--- config.mk ---
export PLATFORM = sky130hd
export DESIGN_NAME = upscl_fifo
export DESIGN_NICKNAME = d
export VERILOG_FILES = /design/src/hw/rtl/upscl_pkg.sv /design/src/hw/rtl/upscl_fifo.sv
export SDC_FILE = /design/constraint.sdc
export NUM_CORES = 1
export LEC_CHECK = 0
export ABC_AREA = 1
export BUFFER_PORTS_ARGS = -buffer_cell sky130_fd_sc_hd__buf_2
export CELL_PAD_IN_SITES_DETAIL_PLACEMENT = 0
export CELL_PAD_IN_SITES_GLOBAL_PLACEMENT = 2
export CORE_MARGIN = 2
export CORE_UTILIZATION = 40
export CTS_CLUSTER_DIAMETER = 200
export DETAILED_ROUTE_END_ITERATION = 10
export PLACE_DENSITY = 0.86
export SYNTH_ARGS = -nofsm -noshare
export SYNTH_HDL_FRONTEND = slang
export SYNTH_SLANG_ARGS = --single-unit
--- constraint.sdc ---
create_clock -name clk -period 11.6 [get_ports clk]
set_input_delay 0.58 -clock clk [delete_from_list [all_inputs] [get_ports clk]]
set_output_delay 0.58 -clock clk [all_outputs]
set_load 0.01 [all_outputs]
--- src/hw/rtl/upscl_pkg.sv ---
// Shared types, constants and pixel arithmetic for the bilinear 2x upscaler.
`default_nettype none
package upscl_pkg;

	localparam int unsigned MAX_WIDTH  = 2048;
	localparam int unsigned MAX_HEIGHT = 4096;

	localparam int unsigned COL_W  = $clog2(MAX_WIDTH);
	localparam int unsigned ROW_W  = $clog2(MAX_HEIGHT);
	localparam int unsigned OCOL_W = COL_W + 1;
	localparam int unsigned OROW_W = ROW_W + 1;

	localparam int unsigned FW_W   = 12;
	localparam int unsigned FH_W   = 13;
	localparam int unsigned CFG_W  = 13;
	localparam int unsigned CFG_AW = 2;

	localparam logic [CFG_AW-1:0] REG_FRAME_WIDTH  = 2'd0;
	localparam logic [CFG_AW-1:0] REG_FRAME_HEIGHT = 2'd1;

	localparam logic [FW_W-1:0] RESET_WIDTH  = 12'd640;
	localparam logic [FH_W-1:0] RESET_HEIGHT = 13'd480;

	localparam int unsigned FIFO_DEPTH = 4;
	localparam int unsigned FIFO_AW    = $clog2(FIFO_DEPTH);

	localparam logic [1:0] ROW_ABOVE = 2'd0;
	localparam logic [1:0] ROW_EVEN  = 2'd1;
	localparam logic [1:0] ROW_BELOW = 2'd2;

	localparam logic [1:0] COL_LEFT_EVEN = 2'd0;
	localparam logic [1:0] COL_LEFT_ODD  = 2'd1;
	localparam logic [1:0] COL_EDGE_EVEN = 2'd2;
	localparam logic [1:0] COL_EDGE_ODD  = 2'd3;

	typedef logic [23:0] pix_t;

	typedef struct packed {
		logic [7:0] in_red;
		logic [7:0] in_green;
		logic [7:0] in_blue;
	} in_item_t;

	typedef struct packed {
		logic [OCOL_W-1:0] out_col;
		logic [OROW_W-1:0] out_row;
		logic [7:0]        out_blue;
		logic [7:0]        out_green;
		logic [7:0]        out_red;
		logic              run_last;
	} out_item_t;

	typedef struct packed {
		logic [COL_W-1:0] col;
		logic [ROW_W-1:0] row;
		logic             has_left;
		logic             last_col;
		logic             has_above;
		logic             last_row;
		pix_t             up0;
		pix_t             up1;
		pix_t             up2;
		pix_t             mid0;
		pix_t             mid1;
		pix_t             mid2;
	} job_t;

	typedef struct packed {
		logic full;
		logic empty;
	} fifo_stat_t;

	function automatic logic [7:0] half_even(input logic [7:0] a);
		logic [7:0] h;
		h = {1'b0, a[7:1]} + {7'd0, a[0] & a[1]};
		return h;
	endfunction

	function automatic pix_t mean_px(input pix_t p, input pix_t q);
		pix_t       res;
		logic [8:0] s;
		res = '0;
		for (int ch = 0; ch < 3; ch++) begin
			s = {1'b0, half_even(p[ch*8 +: 8])} + {1'b0, half_even(q[ch*8 +: 8])};
			res[ch*8 +: 8] = s[8] ? 8'hFF : s[7:0];
		end
		return res;
	endfunction

endpackage
`default_nettype wire

--- src/hw/rtl/upscl_fifo.sv ---
// Short job queue between the front end and the output sequencer.
`default_nettype none
module upscl_fifo (
	input  wire logic                  clk,
	input  wire logic                  arst_n,
	input  wire logic                  push,
	input  wire upscl_pkg::job_t       wr_job,
	input  wire logic                  pop,
	output upscl_pkg::job_t            head,
	output upscl_pkg::fifo_stat_t      stat
);

	upscl_pkg::job_t               mem_q [upscl_pkg::FIFO_DEPTH];
	logic [upscl_pkg::FIFO_AW-1:0] wr_ptr_q;
	logic [upscl_pkg::FIFO_AW-1:0] rd_ptr_q;
	logic [upscl_pkg::FIFO_AW:0]   cnt_q;
	logic                          wr;
	logic                          rd;

	assign stat.full  = cnt_q == (upscl_pkg::FIFO_AW+1)'(upscl_pkg::FIFO_DEPTH);
	assign stat.empty = cnt_q == '0;
	assign wr         = push & ~stat.full;
	assign rd         = pop & ~stat.empty;
	assign head       = mem_q[rd_ptr_q];

	always_ff @(posedge clk or negedge arst_n) begin
		if (!arst_n) begin
			wr_ptr_q <= '0;
			rd_ptr_q <= '0;
			cnt_q    <= '0;
		end else begin
			if (wr) begin
				wr_ptr_q <= wr_ptr_q + 1'b1;
			end
			if (rd) begin
				rd_ptr_q <= rd_ptr_q + 1'b1;
			end
			if (wr && !rd) begin
				cnt_q <= cnt_q + 1'b1;
			end else if (rd && !wr) begin
				cnt_q <= cnt_q - 1'b1;
			end
		end
	end

	always_ff @(posedge clk) begin
		if (wr) begin
			mem_q[wr_ptr_q] <= wr_job;
		end
	end

	a_cnt_bound: assert property (@(posedge clk) disable iff (!arst_n)
		cnt_q <= (upscl_pkg::FIFO_AW+1)'(upscl_pkg::FIFO_DEPTH))
		else $error("Job queue count exceeds its depth.");

	a_no_push_full: assert property (@(posedge clk) disable iff (!arst_n)
		push |-> !stat.full)
		else $error("Front end pushed a job into a full queue.");

	a_cnt_up: assert property (@(posedge clk) disable iff (!arst_n)
		(wr && !rd) |=> cnt_q == $past(cnt_q) + 1'b1)
		else $error("Job queue count did not follow a write.");

endmodule
`default_nettype wire

==> results_dict.tcl <==
set metrics [dict create \
    critPathSlowestCell "sky130_fd_sc_hd__inv_6" \
    numCtsBuffers 75 \
    final-setup-viol-count 0 \
    io-pin-count 348 \
    core_region_area_um2 68500 \
    synth_top_area_frac 0.745 \
    finClkSkew_ps 16.5 \
    post_cts.repair.setup_buffers 0 \
    worst-slew-pin-transition_ps 1200 \
    first_iter_violations 1183 \
    core.rowCount 96 \
    tritoncts_clock_tree "done" \
    timing.critical_path.slowest_cell_delay_ps 900 \
    rsz0062_at_grt "false" \
    placer_s_final_routability_congestion_estimate 0.771 \
    synthesis.yosys.warnings 0 \
    finalCriticalPeriod_ps 4100 \
    num-nets-final 2566 \
    drt_first_pass_iters 7 \
    holdCritPathClass "input port to flip-flop" \
    remaining_drc_errors 0 \
    cts_root_buffer "sky130_fd_sc_hd__clkbuf_16" \
    postRouteAntennaNets 0 \
    irDropWorstVdd_mv 0.226 \
    max-clock-path-buffers 3 \
    rrSetupSlack_ps 8100 \
    cp_max_fo 110 \
    min_to "mem_q[2][140]" \
    clock_sink_count 691 \
    count_of_vias_placed_by_the_detailed_router 16300 \
    initial_utilization 0.403 \
    grt_first_pass_wirelength_um 91900 \
    overflow_left_after_global_routing 0 \
    period_utilization 0.353 \
    cts_hold_repair.buffers 1 \
    worstHoldStart "wr_job[140]" \
    yosysUniqueCellTypes 18 \
    total_leakage_power_uw 0.0129 \
    mappedNetlistArea_um2 27600 \
    r2r_cells 6 \
    final.setup.tns_ps 0 \
    buffer_ports.inserted 347 \
    gr-usage-all-layers 0.170 \
    slew_violations 0 \
    detailedPlacementHpwl_um 37700 \
    synth_top_cell_by_area "sky130_fd_sc_hd__edfxtp_1" \
    placedCellCount 3189 \
    timing.final.hold_violations 0 \
    whs_path_depth 1 \
    power.density_nw_per_um2 260 \
    r2r_end "mem_q[3][82]" \
    fp.dieW_um 267 \
    grt_max_degree 250 \
    run_status "finished clean" \
    synth.yosys.seq_area_share 0.751 \
    synth.avg_cell_area_um2 13.4 \
    clock_latency_on_the_worst_skew_pair_ps 590 \
    die_h_um 267 \
    area_delta_synth_final_pct 16.9 \
    cp_data_arrival_time_ps 3520 \
    r2r-start "cnt_q[0]" \
    routed_wire_length_per_instance_um 18.4 \
    layout.cells.non_filler 3333 \
    clkTransAtPathRegs_ps 60 \
    vias_in_the_first_global_route 16000 \
    cp_data_required_time_ps 11020 \
    grt_antenna_before_repair 10 \
    post_synthesis_net_count 2237 \
    finalWirelength_um 61300 \
    timing.max_slew.rel_slack 0.197 \
    cap_violations 0 \
    cts-htree-levels 3 \
    synthesis.instances 2056 \
    path_cells "inv_6, buf_4, o211ai_1, nand2_1, buf_2" \
    start_kind "flip-flop" \
    routed_via_density 4.90 \
    worst_setup_path_end_kind "primary output" \
    floorplan.die_area_um2 71100 \
    criticalPathCategory "flip-flop to primary output" \
    flip_flop_and_latch_count_after_synthesis 691 \
    cts_repair_resize_count 0 \
    max_freq_mhz 244 \
    drive_gt1_frac 0.196 \
    post_synth_main_area_contributors "sky130_fd_sc_hd__edfxtp_1 74%, sky130_fd_sc_hd__o211ai_1 9.3%, sky130_fd_sc_hd__nand2_1 7.2%" \
]
## placed cells by master, fill, tap and decap left out, drive strengths merged, types with 6 or more instances in the layout
cell type,synthesis,routed
clkinv,0,34
nand2,531,531
clkbuf,33,89
bufinv,0,8
o211ai,342,342
inv,359,363
buf,80,364
diode,0,6
nand3,7,7
dfrtp,7,7
edfxtp,684,684
## cells in the mapped netlist
| cell type | instances |
|---|---|
| sky130_fd_sc_hd__buf_1 | 7 |
| sky130_fd_sc_hd__inv_1 | 357 |
| sky130_fd_sc_hd__ha_1 | 5 |
| sky130_fd_sc_hd__nand3_1 | 7 |
| sky130_fd_sc_hd__buf_4 | 4 |
| sky130_fd_sc_hd__clkbuf_1 | 33 |
| sky130_fd_sc_hd__nand2_1 | 531 |
| sky130_fd_sc_hd__nor2_1 | 4 |
| sky130_fd_sc_hd__o211ai_1 | 342 |
| sky130_fd_sc_hd__inv_2 | 2 |
| sky130_fd_sc_hd__o21ai_0 | 1 |
| sky130_fd_sc_hd__buf_2 | 24 |
| sky130_fd_sc_hd__xnor2_1 | 1 |
| sky130_fd_sc_hd__fa_1 | 1 |
| sky130_fd_sc_hd__dfrtp_1 | 7 |
| sky130_fd_sc_hd__buf_6 | 45 |
| sky130_fd_sc_hd__nand4_1 | 1 |
| sky130_fd_sc_hd__edfxtp_1 | 684 |
## where the power goes
group | switching, µW | leakage [µW] | internal [µW]
Clock | 951 | 0.00118 | 1380
Combinational | 1810 | 0.00535 | 809
Sequential | 144 | 0.00635 | 3280
Total | 2900 | 0.0129 | 5480
## per-layer routing
layer,global-route usage,up-vias,wire length [µm]
li1,-,7885,-
met1,0.202,7864,24000
met2,0.302,437,31700
met3,0.0360,123,3610
met4,0.0673,8,1890
met5,0,-,47
## worst max-delay path by stage
stage          depth (start not counted)  slack, ps   startpoint            to
2_1_floorplan                          4       3080     cnt_q[0]   mem_q[0][0]
4_1_cts                                5       7430  rd_ptr_q[1]     head[156]
5_1_grt                                5       7260  rd_ptr_q[1]      head[47]
6_report                               5       7500  rd_ptr_q[1]      head[64]
3_5_place_dp                           5       7960         push  mem_q[3][76]
3_3_place_gp                           5       8030         push  mem_q[3][73]
## per-stage QoR
stage          setup WS [ps]  utilization  power [µW]  hold slack [ps]  instance area (µm²)
3_3_place_gp            8030        0.435        6110              429                29800
3_5_place_dp            7960        0.435        6150              438                29800
2_1_floorplan           3080            -        5350              284                27600
4_1_cts                 7430        0.471        8510              137                32200
5_1_grt                 7260        0.471        8870              158                32200
6_report                7500        0.471        8380              187                32300
## critical path, delay by kind of cell (launching register included)
family,cells,cell delay (ps)
and+or+nand+nor,1,110
DFF,1,800
AOI/OAI and AO/OA,1,200
buffers and inverters,3,1700
## logic make-up (layout without fill, tap and decap cells)
logic type                 Yosys count  after routing  synth area share
adders and majority gates            6              6           0.00299
xor gates and xnor gates             1              1          0.000318
buffers and inverters              472            861            0.0781
AOI/OAI and AO/OA                  343            343            0.0933
and+or+nand+nor                    543            543            0.0743
other                                0              6                 0
DFF                                691            691             0.751
## registers in the layout (all words and copies together), names as in the netlist
name,count
cnt_q,3
mem_q,684
rd_ptr_q,2
wr_ptr_q,2
## area by class of cell
class | instances | area, µm²
inverter | 359 | 1360
timing repair buffer | 365 | 1900
tap | 882 | 1100
sequential | 691 | 20700
antenna | 6 | 15.0
fill | 5946 | 36200
multi-input combinational | 893 | 4740
clock buffer | 89 | 1950
clock inverter | 48 | 462
(Power assumes the default switching activity.)
