--- config.mk ---
export PLATFORM = sky130hd
export DESIGN_NAME = upscl_back
export DESIGN_NICKNAME = d
export VERILOG_FILES = /design/src/hw/rtl/upscl_pkg.sv /design/src/hw/rtl/upscl_back.sv
export SDC_FILE = /design/constraint.sdc
export NUM_CORES = 1
export LEC_CHECK = 0
export BUFFER_PORTS_ARGS = -buffer_cell sky130_fd_sc_hd__buf_4
export CAP_MARGIN = 20
export CORE_MARGIN = 10
export CORE_UTILIZATION = 30
export CTS_CLUSTER_DIAMETER = 120
export CTS_CLUSTER_SIZE = 16
export DETAILED_ROUTE_END_ITERATION = 6
export GPL_TIMING_DRIVEN = 0
export HOLD_SLACK_MARGIN = 0.12
export MAX_ROUTING_LAYER = met4
export PLACE_DENSITY = 0.69
export SYNTH_ARGS = -nofsm -noshare
export SYNTH_HDL_FRONTEND = slang
export SYNTH_SLANG_ARGS = --single-unit
--- constraint.sdc ---
create_clock -name clk -period 8 [get_ports clk]
set_input_delay 0.8 -clock clk [delete_from_list [all_inputs] [get_ports clk]]
set_output_delay 0.8 -clock clk [all_outputs]
set_load 0.005 [all_outputs]
--- src/hw/rtl/upscl_pkg.sv ---
// Shared types, constants and pixel arithmetic for the bilinear 2x upscaler.
`default_nettype none
package upscl_pkg;

	localparam int unsigned MAX_WIDTH  = 2048;
	localparam int unsigned MAX_HEIGHT = 4096;

	localparam int unsigned COL_W  = $clog2(MAX_WIDTH);
	localparam int unsigned ROW_W  = $clog2(MAX_HEIGHT);
	localparam int unsigned OCOL_W = COL_W + 1;
	localparam int unsigned OROW_W = ROW_W + 1;

	localparam int unsigned FW_W   = 12;
	localparam int unsigned FH_W   = 13;
	localparam int unsigned CFG_W  = 13;
	localparam int unsigned CFG_AW = 2;

	localparam logic [CFG_AW-1:0] REG_FRAME_WIDTH  = 2'd0;
	localparam logic [CFG_AW-1:0] REG_FRAME_HEIGHT = 2'd1;

	localparam logic [FW_W-1:0] RESET_WIDTH  = 12'd640;
	localparam logic [FH_W-1:0] RESET_HEIGHT = 13'd480;

	localparam int unsigned FIFO_DEPTH = 4;
	localparam int unsigned FIFO_AW    = $clog2(FIFO_DEPTH);

	localparam logic [1:0] ROW_ABOVE = 2'd0;
	localparam logic [1:0] ROW_EVEN  = 2'd1;
	localparam logic [1:0] ROW_BELOW = 2'd2;

	localparam logic [1:0] COL_LEFT_EVEN = 2'd0;
	localparam logic [1:0] COL_LEFT_ODD  = 2'd1;
	localparam logic [1:0] COL_EDGE_EVEN = 2'd2;
	localparam logic [1:0] COL_EDGE_ODD  = 2'd3;

	typedef logic [23:0] pix_t;

	typedef struct packed {
		logic [7:0] in_red;
		logic [7:0] in_green;
		logic [7:0] in_blue;
	} in_item_t;

	typedef struct packed {
		logic [OCOL_W-1:0] out_col;
		logic [OROW_W-1:0] out_row;
		logic [7:0]        out_blue;
		logic [7:0]        out_green;
		logic [7:0]        out_red;
		logic              run_last;
	} out_item_t;

	typedef struct packed {
		logic [COL_W-1:0] col;
		logic [ROW_W-1:0] row;
		logic             has_left;
		logic             last_col;
		logic             has_above;
		logic             last_row;
		pix_t             up0;
		pix_t             up1;
		pix_t             up2;
		pix_t             mid0;
		pix_t             mid1;
		pix_t             mid2;
	} job_t;

	typedef struct packed {
		logic full;
		logic empty;
	} fifo_stat_t;

	function automatic logic [7:0] half_even(input logic [7:0] a);
		logic [7:0] h;
		h = {1'b0, a[7:1]} + {7'd0, a[0] & a[1]};
		return h;
	endfunction

	function automatic pix_t mean_px(input pix_t p, input pix_t q);
		pix_t       res;
		logic [8:0] s;
		res = '0;
		for (int ch = 0; ch < 3; ch++) begin
			s = {1'b0, half_even(p[ch*8 +: 8])} + {1'b0, half_even(q[ch*8 +: 8])};
			res[ch*8 +: 8] = s[8] ? 8'hFF : s[7:0];
		end
		return res;
	endfunction

endpackage
`default_nettype wire

--- src/hw/rtl/upscl_back.sv ---
// Output sequencer: steps through the results of each job into the output register.
`default_nettype none
module upscl_back (
	input  wire logic                  clk,
	input  wire logic                  arst_n,
	input  wire upscl_pkg::job_t       job,
	input  wire upscl_pkg::fifo_stat_t fifo_stat,
	output logic                       job_pop,
	output logic                       empty,
	input  wire logic                  pop,
	output upscl_pkg::out_item_t       result
);

	logic [1:0]            rs_q;
	logic [1:0]            cs_q;
	logic                  started_q;
	logic                  out_vld_q;
	upscl_pkg::out_item_t  result_q;

	logic [1:0]            rs_start;
	logic [1:0]            rs_end;
	logic [1:0]            cs_start;
	logic [1:0]            cs_end;
	logic [1:0]            rs;
	logic [1:0]            cs;
	logic                  last;
	logic                  emit;
	upscl_pkg::pix_t       px;
	upscl_pkg::pix_t       p0;
	upscl_pkg::pix_t       p1;
	upscl_pkg::pix_t       p2;
	upscl_pkg::out_item_t  nxt;

	assign rs_start = job.has_above ? upscl_pkg::ROW_ABOVE : upscl_pkg::ROW_EVEN;
	assign rs_end   = job.last_row ? upscl_pkg::ROW_BELOW : upscl_pkg::ROW_EVEN;
	assign cs_start = job.has_left ? upscl_pkg::COL_LEFT_EVEN : upscl_pkg::COL_EDGE_EVEN;
	assign cs_end   = job.last_col ? upscl_pkg::COL_EDGE_ODD : upscl_pkg::COL_LEFT_ODD;

	assign rs   = started_q ? rs_q : rs_start;
	assign cs   = started_q ? cs_q : cs_start;
	assign last = (rs == rs_end) && (cs == cs_end);

	assign emit    = ~fifo_stat.empty & (~out_vld_q | pop);
	assign job_pop = emit & last;

	always_comb begin
		if (rs == upscl_pkg::ROW_ABOVE) begin
			p0 = job.up0;
			p1 = job.up1;
			p2 = job.up2;
		end else begin
			p0 = job.mid0;
			p1 = job.mid1;
			p2 = job.mid2;
		end
		case (cs)
			upscl_pkg::COL_LEFT_EVEN: px = p0;
			upscl_pkg::COL_LEFT_ODD:  px = p1;
			default:                  px = p2;
		endcase
		nxt.out_col   = {job.col, 1'b0} + upscl_pkg::OCOL_W'(cs) - upscl_pkg::OCOL_W'(2);
		nxt.out_row   = {job.row, 1'b0} + upscl_pkg::OROW_W'(rs) - upscl_pkg::OROW_W'(1);
		nxt.out_blue  = px[7:0];
		nxt.out_green = px[15:8];
		nxt.out_red   = px[23:16];
		nxt.run_last  = last;
	end

	always_ff @(posedge clk or negedge arst_n) begin
		if (!arst_n) begin
			rs_q      <= upscl_pkg::ROW_ABOVE;
			cs_q      <= upscl_pkg::COL_LEFT_EVEN;
			started_q <= 1'b0;
			out_vld_q <= 1'b0;
		end else begin
			if (emit) begin
				out_vld_q <= 1'b1;
				started_q <= ~last;
				if (cs == cs_end) begin
					cs_q <= cs_start;
					rs_q <= rs + 1'b1;
				end else begin
					cs_q <= cs + 1'b1;
					rs_q <= rs;
				end
			end else if (pop) begin
				out_vld_q <= 1'b0;
			end
		end
	end

	always_ff @(posedge clk) begin
		if (emit) begin
			result_q <= nxt;
		end
	end

	assign empty  = ~out_vld_q;
	assign result = result_q;

	a_job_held: assert property (@(posedge clk) disable iff (!arst_n)
		started_q |-> !fifo_stat.empty)
		else $error("Job in progress left the queue before its last result.");

	a_step_on: assert property (@(posedge clk) disable iff (!arst_n)
		(emit && !last) |=> started_q)
		else $error("Sequencer lost its place within a job.");

	a_job_done: assert property (@(posedge clk) disable iff (!arst_n)
		(emit && last) |=> !started_q)
		else $error("Sequencer did not return to the start after a job.");

	a_row_range: assert property (@(posedge clk) disable iff (!arst_n)
		started_q |-> (rs_q == upscl_pkg::ROW_EVEN || rs_q == upscl_pkg::ROW_BELOW
			|| rs_q == upscl_pkg::ROW_ABOVE))
		else $error("Sequencer row step out of range.");

endmodule
`default_nettype wire

==> metrics.yaml, run 1 <==
critPathCaptureType: "register"
clockBufferDepth: 2
finalMaxSlewViolations: 0
cp.arrival_ns: 3.40
hold_viol_final: 0
syn_area_per_cell_um2: 11.3
wl_per_cell_um: 18.9
htree_levels: 2
start_kind: "input pin"
io_buffer_count: 226
antenna_found_initial: 0
clk_transition_reported_paths_ns: 0.07
postLayoutCoreUtil: 0.462
drcViolationCount: 0
r2r_slack_ns: 4.66
clkLatencyLatePin_ns: 0.29
status: "completed"
dieWidth_um: 136
drt_first_pass_iters: 6
overflow: 0
post_cts_buffers: 0
grt_max_degree: 60
cts_tree: "built"
ios: 228
slew_headroom: 0.470
grt_usage: 0.152
worstPathMaxFanout: 10
tightest_slew_ns: 0.795
finalSetupViolations: 0
initial_utilization: 0.306
vdd_drop_max_mv: 0.101
top_usage_layer: "met2"
fmax_mhz: 298
grt_pass1_vias: 4113
cts_resized: 0
leakage_nw: 2.77
cts_hold_buffers: 0
rsz0062_at_grt: "no"
area_growth_pct: 51.1
cts_root_buffer: "clkbuf_16"
worst_slack_ns: 4.64
async_reset_ff_frac: 0.107
cts_made_buffers: 5
vias: 3747
die_h_um: 136
netlist_area_um2: 4030
synth.yosys.seq_area_share: 0.409
synthCells: 358
netlist_top_cells_area: "edfxtp_1 37%, mux2_2 13%, ha_1 7.8%"
drt-vias-per-instance: 4.88
synth.most_common_cell: "edfxtp_1"
hpwl_um: 12100
synth_cell_types: 36
diodes: 0
core-area_um2: 13200
min_path_type: "input pin to asynchronous set/reset pin"
critPathKind: "input pin to register"
layout-drive-gt1-share: 0.503
pwr_density_cell_nw_per_um2: 264
holdWs_ns: 0.309
ys.flop_type: "edfxtp_1"
fp.dieArea_um2: 18500
synthTopCellsByCount: "50 x edfxtp_1, 48 x mux2_2, 45 x a21oi_1"
rows: 42
ys_seq_elements: 56
finClkSkew_ns: 0.00551
place_ws_ns: 4.28
yosysTopAreaCell: "edfxtp_1"
grt_pass1_wl_um: 21900
min_period_ns: 3.36
synth_top_area_frac: 0.372
grt_util_met1: 0.163
postPlaceCellArea_um2: 5950
nNetsFinal: 794
met2_usage: 0.274
fin_area_um2: 6100
tns_ns: 0
ant_nets: 0
globalplace.congestion: 0.890
drt_iter0_drc: 147
wirelength_um: 14500
synth_edf_count: 50
crit_required_ns: 8.04
max-cap-violations: 0
yosys_warnings: 0
cts_num_sinks: 56
post-route-period-util: 0.420
synth_nets: 561
grtUsageMet3: 0.0376
## flip-flops by register name, indices dropped and copies added, names as in the netlist
signal and cells:
result 50, out_vld_q 1, started_q 1, rs_q 2, cs_q 2
## where the power goes
part	switching, mW	total (mW)	internal [mW]
combinational	0.480	0.925	0.445
clock	0.0989	0.215	0.116
sequential	0.0242	0.467	0.443
## worst paths after layout
check / startpoint / end / cells past startpoint
setup reg to reg: started_q / result[48] / 15
setup / recovery: job[147] / result[46] / 14
min in group clk: rs_q[0] / rs_q[0] / 2
hold / removal: arst_n / rs_q[0] / 1
max in group asynchronous: arst_n / started_q / 1
hold reg to reg: rs_q[0] / rs_q[0] / 2
## layout make-up
cell class	count	area, µm²
plain buffers	20	91.3
clock buffers	6	129
clock inverters	2	12.5
fillers	1276	7090
inverters	33	124
multi-input cells	249	2170
flip-flops and latches	56	1650
well taps	176	220
repair buffers	226	1700
## cells in the final DEF, fill, tap and decap left out, drive strengths merged, types with 6 or more instances in the layout
cell / count
buf: 236
inv: 33
a221oi: 24
nand2: 8
dfrtp: 6
nor2: 7
edfxtp: 50
clkbuf: 16
a21o: 6
mux2i: 25
mux2: 48
xnor2: 17
a21oi: 46
ha: 25
## critical path, stage by stage
cell and delay (ns):
buf_4 0.12, o21ai_1 0.29, clkbuf_1 0.44, buf_2 0.33, inv_1 0.13, ha_1 0.19
inv_1 0.05, ha_1 0.17, fa_1 0.21, a21o_1 0.12, a21oi_1 0.09, o21bai_1 0.21
a21oi_1 0.11, xnor2_1 0.14
## metal layers
metal / part of all wire / vias up
met5: 0 / -
met3: 0.077 / 14
met1: 0.38 / 1769
li1: - / 1810
met4: 0.016 / 0
met2: 0.52 / 154
## stage by stage
stage | total power [mW] | cells
3_3_place_gp | 1.39 | 760
2_1_floorplan | 1.05 | 358
6_report | 1.61 | 768
4_1_cts | 1.64 | 768
3_5_place_dp | 1.41 | 760
5_1_grt | 1.74 | 768
## cells by family after synthesis
kind of cell	after synthesis	share of synthesized area
buffers and inverters	53	0.0524
and+or+nand+nor	34	0.0437
adders and majority gates	27	0.0875
muxes	73	0.196
AOI/OAI and AO/OA	93	0.163
xor gates and xnor gates	22	0.0478
DFF	56	0.409
Power figures use the tool's default switching activity.
==> run 2, diff against run 1 <==
--- a/config.mk
+++ b/config.mk
@@ -5,6 +5,7 @@
 export SDC_FILE = /design/constraint.sdc
 export NUM_CORES = 1
 export LEC_CHECK = 0
+export ABC_AREA = 1
 export BUFFER_PORTS_ARGS = -buffer_cell sky130_fd_sc_hd__buf_4
 export CAP_MARGIN = 20
 export CORE_MARGIN = 10
@@ -15,7 +16,7 @@
 export GPL_TIMING_DRIVEN = 0
 export HOLD_SLACK_MARGIN = 0.12
 export MAX_ROUTING_LAYER = met4
-export PLACE_DENSITY = 0.69
+export PLACE_DENSITY = 0.7
 export SYNTH_ARGS = -nofsm -noshare
 export SYNTH_HDL_FRONTEND = slang
 export SYNTH_SLANG_ARGS = --single-unit
==> constraint.sdc (replaced) <==
create_clock -name clk -period 2.8 [get_ports clk]
set_input_delay 0.28 -clock clk [delete_from_list [all_inputs] [get_ports clk]]
set_output_delay 0.28 -clock clk [all_outputs]
set_load 0.005 [all_outputs]
==> run 2 against run 1 <==
Net effect:
- first-iteration DRC count increased by 49%
- global-route usage up 1.2 points
- die area rose by 6.0%
- design area rose by 6.1%
- register-to-register slack got worse by 4.5 ns
- synthesized area increased by 7.0%
- hold slack worse by 0.12 ns
- combinational power increased by 97%
- critical path type is now register to register
- largest power group unchanged
==> metrics.yaml, run 2 <==
drt_iter0_drc: 219  # +49%
clkLatencyLatePin_ns: 0.30  # about the same
synthCells: 555  # +55%
cpLargestDelayFamily: "adder cells"
r2r_slack_ns: 0.19  # -4.47 ns
holdWs_ns: 0.185  # -0.124 ns
worst-path-buf-inv: 4  # -1
finClkSkew_ns: 0.00445  # -0.00106 ns
cts_num_sinks: 56  # unchanged
synth_top_area_frac: 0.348  # -0.0244
ios: 228  # unchanged
slew_headroom: 0.694  # +0.224
rsz0062_at_grt: "no"
hold_end: "out_vld_q"
netlist_top_cells_area: "edfxtp_1 35%, nand2_1 11%, ha_1 7.2%"
yosys_warnings: 0  # unchanged
path_cells: "buf_6 -> nand2_1 -> nand2_2 -> inv_2 -> buf_4 -> ha_1 -> inv_1 -> ha_1 -> fa_1 -> nand2_1 -> nand3_1 -> nand3b_1 -> nand2_1 -> xor2_1"
wirelength_um: 16900  # +17%
async_reset_ff_frac: 0.107  # unchanged
initial_utilization: 0.309  # +0.00276
grt_pass1_wl_um: 25200  # +15%
overflow: 0  # unchanged
rows: 43  # +2.4%
htree_levels: 2  # unchanged
finalMaxSlewViolations: 0  # unchanged
cp_slowest_stage_delay_ns: 0.41  # -0.03 ns
crit_start: "started_q"
ys.flop_type: "edfxtp_1"
antenna_found_initial: 1  # +1
worstReg2RegStart: "started_q"
netlist_area_um2: 4320  # +7.0%
final_common_cell: "buf_4"
fp.dieArea_um2: 19600  # +6.0%
layout-drive-gt1-share: 0.336  # -0.168
synth_edf_count: 50  # unchanged
cpMaxStageDelayCell: "fa_1"
layout_common_cells: "227 x buf_4, 126 x nand2_1, 67 x inv_1"
worstPathMaxFanout: 12  # +2
wl_per_cell_um: 17.4  # -7.9%
hold_depth: 2
pwr_density_cell_nw_per_um2: 577  # +120%
synth_nets: 758  # +35%
critPathCaptureType: "register"
tightest_slew_ns: 0.459  # -0.336 ns
vdd_drop_max_mv: 0.260  # +160%
synthTopCellsByCount: "126 x nand2_1, 67 x inv_1, 65 x nor2_1"
ys_seq_elements: 56  # unchanged
grt_usage: 0.164  # +0.0124
worst_slack_ns: 0.191  # -4.45 ns
place_ws_ns: 0.0829  # -4.20 ns
dieWidth_um: 140  # +2.9%
leakage_nw: 3.28  # +19%
syn_area_per_cell_um2: 7.78  # -31%
post-route-period-util: 0.932
hold_viol_final: 0  # unchanged
core-area_um2: 14000  # +6.1%
finalSetupViolations: 0  # unchanged
start_kind: "register"
drcViolationCount: 0  # unchanged
grt_pass1_vias: 4632  # +13%
grt_max_degree: 27  # -55%
cpMostUsedCell: "nand2_1"
r2r_cells: 14  # -1
largest_reg_flops: 50  # unchanged
status: "completed"
cts_made_buffers: 5  # unchanged
cts_root_buffer: "clkbuf_16"
fmax_mhz: 383
drt-vias-per-instance: 4.83  # -1.1%
drt_first_pass_iters: 4  # -2
total_power_mw: 3.73  # +130%
synth_cell_types: 29  # -19%
ant_nets: 0  # unchanged
synth.yosys.seq_area_share: 0.383  # -0.0268
globalplace.congestion: 0.901  # +1.2%
r2r-end: "result[46]"
max-cap-violations: 0  # unchanged
nNetsFinal: 994  # +25%
crit_required_ns: 2.85  # -5.19 ns
clk_transition_reported_paths_ns: 0.07  # about the same
min_period_ns: 2.61
cts_tree: "built"
cp.arrival_ns: 2.66  # -0.74 ns
min_path_type: "input pin to register"
critPathKind: "register to register"
synth.most_common_cell: "nand2_1"
vias: 4696  # +25%
yosysTopAreaCell: "edfxtp_1"
io_buffer_count: 226  # unchanged
area_growth_pct: 49.9
tns_ns: 0  # unchanged
hpwl_um: 13800  # +14%
clockBufferDepth: 2  # unchanged
die_h_um: 140  # +2.9%
min_from: "pop"
[run 2: changes by cell type after synthesis, moves of 6 or more]
cell	change
inv_1	+34
clkbuf_1	-6
a221oi_1	-24
o22ai_1	+24
xnor2_1	-14
nor2_1	+58
buf_6	+7
nand3_1	+29
mux2_2	-48
o21ai_1	+18
a21oi_1	-37
o21ai_0	+49
nand2_1	+118
a21o_1	-6
[run 2: worst max path at each step]
stage | to | depth (start not counted)
6_report | result[46] | 14
5_1_grt | result[46] | 14
4_1_cts | result[46] | 14
3_5_place_dp | result[46] | 14
3_3_place_gp | job_pop | 6
2_1_floorplan | job_pop | 4
[run 2: metal layers]
layer | wire [µm] | vias to the layer above | track usage
met3 | 1260 | 12 | 0.0372
met2 | 8240 | 194 | 0.281
met4 | 201 | 0 | 0.0332
met1 | 7230 | 2158 | 0.194
met5 | 0 | - | -
li1 | - | 2332 | -
[run 2: layout make-up]
| type | count | area [µm²] |
|---|---|---|
| plain buffers | 23 | 156 |
| clock inverters | 3 | 42.5 |
| diodes | 1 | 2.50 |
| multi-input cells | 405 | 2250 |
| inverters | 71 | 269 |
| clock buffers | 5 | 125 |
| fillers | 1445 | 7520 |
| well taps | 180 | 225 |
| flip-flops and latches | 56 | 1650 |
| repair buffers | 229 | 1750 |
[run 2: what timing repair did]
action,4_1_cts,5_1_grt
resized for setup,0,2
endpoints found under the hold margin,6,0
buffers inserted,0,0
hold buffers,1,0
setup endpoints to repair,0,2
[run 2: cells by family after synthesis]
group                      after synthesis  share of synthesized area
muxes                                   24                     0.0557
DFF                                     56                      0.383
xor gates and xnor gates                13                     0.0264
buffers and inverters                   94                     0.0980
adders and majority gates               27                     0.0817
and+or+nand+nor                        232                      0.218
AOI/OAI and AO/OA                      109                      0.137
[run 2: worst register-to-register path, delay by kind of cell (launching register included)]
family / cells / cell delay (ns)
buffers and inverters: 4 / 0.48
flip-flops: 1 / 0.38
adder cells (fa/ha/maj): 3 / 0.82
XOR/XNOR: 1 / 0.14
AND/OR/NAND/NOR: 6 / 0.53
[run 2: power by group]
part / total (mW) / switching [mW] / internal, mW
sequential: 1.18 / 0.0540 / 1.12
clock: 0.730 / 0.309 / 0.422
combinational: 1.82 / 1.02 / 0.806
total: 3.73 / 1.38 / 2.35
[run 2: stage by stage]
| step | util | cell area (µm²) | cells |
|---|---|---|---|
| after global placement | 0.446 | 6240 | 961 |
| after CTS | 0.462 | 6460 | 972 |
| after floorplan | - | 4320 | 555 |
| final | 0.462 | 6470 | 973 |
| after global routing | 0.462 | 6470 | 973 |
| after detailed placement | 0.449 | 6290 | 963 |
==> run 3, diff against run 2 <==
--- a/config.mk
+++ b/config.mk
@@ -5,7 +5,6 @@
 export SDC_FILE = /design/constraint.sdc
 export NUM_CORES = 1
 export LEC_CHECK = 0
-export ABC_AREA = 1
 export BUFFER_PORTS_ARGS = -buffer_cell sky130_fd_sc_hd__buf_4
 export CAP_MARGIN = 20
 export CORE_MARGIN = 10
@@ -16,7 +15,7 @@
 export GPL_TIMING_DRIVEN = 0
 export HOLD_SLACK_MARGIN = 0.12
 export MAX_ROUTING_LAYER = met4
-export PLACE_DENSITY = 0.7
+export PLACE_DENSITY = 0.71
 export SYNTH_ARGS = -nofsm -noshare
 export SYNTH_HDL_FRONTEND = slang
 export SYNTH_SLANG_ARGS = --single-unit
==> run 3 against run 2 <==
Net effect:
- global-route usage fell by 0.58 points
- setup slack got worse by 0.14 ns
- die area fell by 5.6%
- power rose by 32%
- final cell count fell by 20%
- clock skew barely moved
- non-clock buffer count rose by 4
- critical path type unchanged
- largest power group unchanged
- highest routed layer unchanged
==> metrics.yaml, run 3 (synthesis gave the netlist of run 1 again) <==
globalplace.congestion: 0.938  # +4.1%
vias: 3779  # -20%
crit_start: "started_q"
post-route-period-util: 0.982  # +0.0502
tightest_slew_ns: 0.858  # +0.400 ns
dieWidth_um: 136  # -2.9%
ios: 228  # unchanged
cts_root_buffer: "clkbuf_16"
pwr_density_cell_nw_per_um2: 778  # +35%
cts_tree: "built"
cpLargestDelayFamily: "compound AO/OA/AOI/OAI gates"
worst-path-buf-inv: 6  # +2
overflow: 0  # unchanged
grt_pass1_wl_um: 22500  # -11%
path_depth: 15  # +1
worstReg2RegStart: "started_q"
antenna_found_initial: 0  # -1
cp_slowest_stage_delay_ns: 0.36  # -0.05 ns
die_h_um: 136  # -2.9%
worstPathMaxFanout: 10  # -2
leakage_nw: 2.86  # -13%
min_path_type: "input pin to register"
min_period_ns: 2.75  # +0.141 ns
slew_headroom: 0.428  # -0.267
postLayoutCoreUtil: 0.480  # +0.0176
fp.dieArea_um2: 18500  # -5.6%
finClkSkew_ns: 0.00406  # -0.000390 ns
drt_iter0_drc: 189  # -14%
worst_slack_ns: 0.0500  # -0.141 ns
r2r_cells: 15  # +1
cp.arrival_ns: 2.80  # +0.14 ns
r2r-end: "result[48]"
layout-drive-gt1-share: 0.538  # +0.202
max-cap-violations: 0  # unchanged
io_buffer_count: 226  # unchanged
place_ws_ns: -0.428  # -0.511 ns
hold_depth: 2  # unchanged
grt_pass1_vias: 4117  # -11%
htree_levels: 2  # unchanged
largest_reg_flops: 50  # unchanged
cpMaxStageDelayCell: "dfrtp_1"
total_power_mw: 4.93  # +32%
ant_nets: 0  # unchanged
holdWs_ns: 0.178  # -0.00662 ns
wirelength_um: 15400  # -9.3%
hold_viol_final: 0  # unchanged
drt-vias-per-instance: 4.86  # +0.64%
clk_transition_reported_paths_ns: 0.07  # about the same
cts_made_buffers: 5  # unchanged
critPathCaptureType: "register"
crit_required_ns: 2.85  # about the same
hpwl_um: 12600  # -9.0%
start_kind: "register"
area_growth_pct: 57.0
r2r_slack_ns: 0.05  # -0.14 ns
initial_utilization: 0.306  # -0.00276
nNetsFinal: 804  # -19%
status: "completed"
fmax_mhz: 364  # -5.1%
drcViolationCount: 0  # unchanged
clkLatencyLatePin_ns: 0.29  # about the same
cts_num_sinks: 56  # unchanged
vdd_drop_max_mv: 0.304  # +17%
cp-endpoint: "result[48]"
finalSetupViolations: 0  # unchanged
grt_usage: 0.158  # -0.00576
core-area_um2: 13200  # -5.7%
drt_first_pass_iters: 4  # unchanged
path_cells: "buf_6 -> buf_4 -> o21ai_4 -> clkbuf_8 -> buf_8 -> inv_6 -> ha_1 -> inv_1 -> ha_4 -> fa_2 -> a21o_1 -> a21oi_2 -> o21bai_1 -> a21bo_2 -> xor2_1"
wl_per_cell_um: 19.7  # +13%
grt_max_degree: 60  # +120%
critPathKind: "register to register"
layout_common_cells: "235 x buf_4, 50 x edfxtp_1, 48 x mux2_2"
rows: 42  # -2.3%
finalMaxSlewViolations: 0  # unchanged
final_common_cell: "buf_4"
rsz0062_at_grt: "yes"
diodes: 0  # -1
clockBufferDepth: 2  # unchanged
[run 3: cell count changes in the layout (fill, tap and decap cells not counted), sizes merged, moves of 24 or more]
cell	previous run	this run
nand2	128	8
o21ai	75	5
nor2	65	7
mux2	0	48
inv	71	33
a21oi	9	46
nand3	31	2
a221oi	0	24
o22ai	24	0
[run 3: per-layer routing]
layer / part of all wire / track usage / vias to the layer above
li1: - / - / 1830
met3: 0.080 / 0.0406 / 14
met1: 0.39 / 0.170 / 1777
met5: 0 / - / -
met2: 0.51 / 0.284 / 158
met4: 0.018 / 0.0408 / 0
[run 3: cell type report]
class,instances,area [µm²]
plain buffers,20,120
clock buffers,8,178
repair buffers,236,1770
fillers,1251,6860
multi-input cells,249,2260
flip-flops and latches,56,1650
well taps,176,220
inverters,33,129
[run 3: what timing repair did]
action,CTS,global route
gates resized for setup,14,16
hold buffers,1,0
pin swaps,3,14
hold endpoints to repair,6,0
setup endpoints to repair,26,7
buffers inserted,3,6
[run 3: per-stage QoR]
step / instances / setup TNS (ns) / instance area (µm²)
final: 778 / 0 / 6330
after global placement: 760 / -39.53 / 5960
after CTS: 772 / -0.0165 / 6210
after global routing: 778 / -0.189 / 6330
after detailed placement: 760 / -2.85 / 5960
after floorplan: 358 / 0 / 4040
[run 3: power by group]
group	internal [mW]	switching [mW]
Clock	0.436	0.294
Sequential	1.27	0.0845
Combinational	1.41	1.44
[run 3: how the worst min path moves through the flow]
stage | end | start | slack (ns)
detailed placement | out_vld_q | arst_n | 0.1
finish | out_vld_q | fifo_stat[0] | 0.18
CTS | out_vld_q | fifo_stat[0] | 0.17
floorplan | cs_q[0] | arst_n | -0.02
global route | out_vld_q | fifo_stat[0] | 0.17
global placement | out_vld_q | arst_n | 0.1
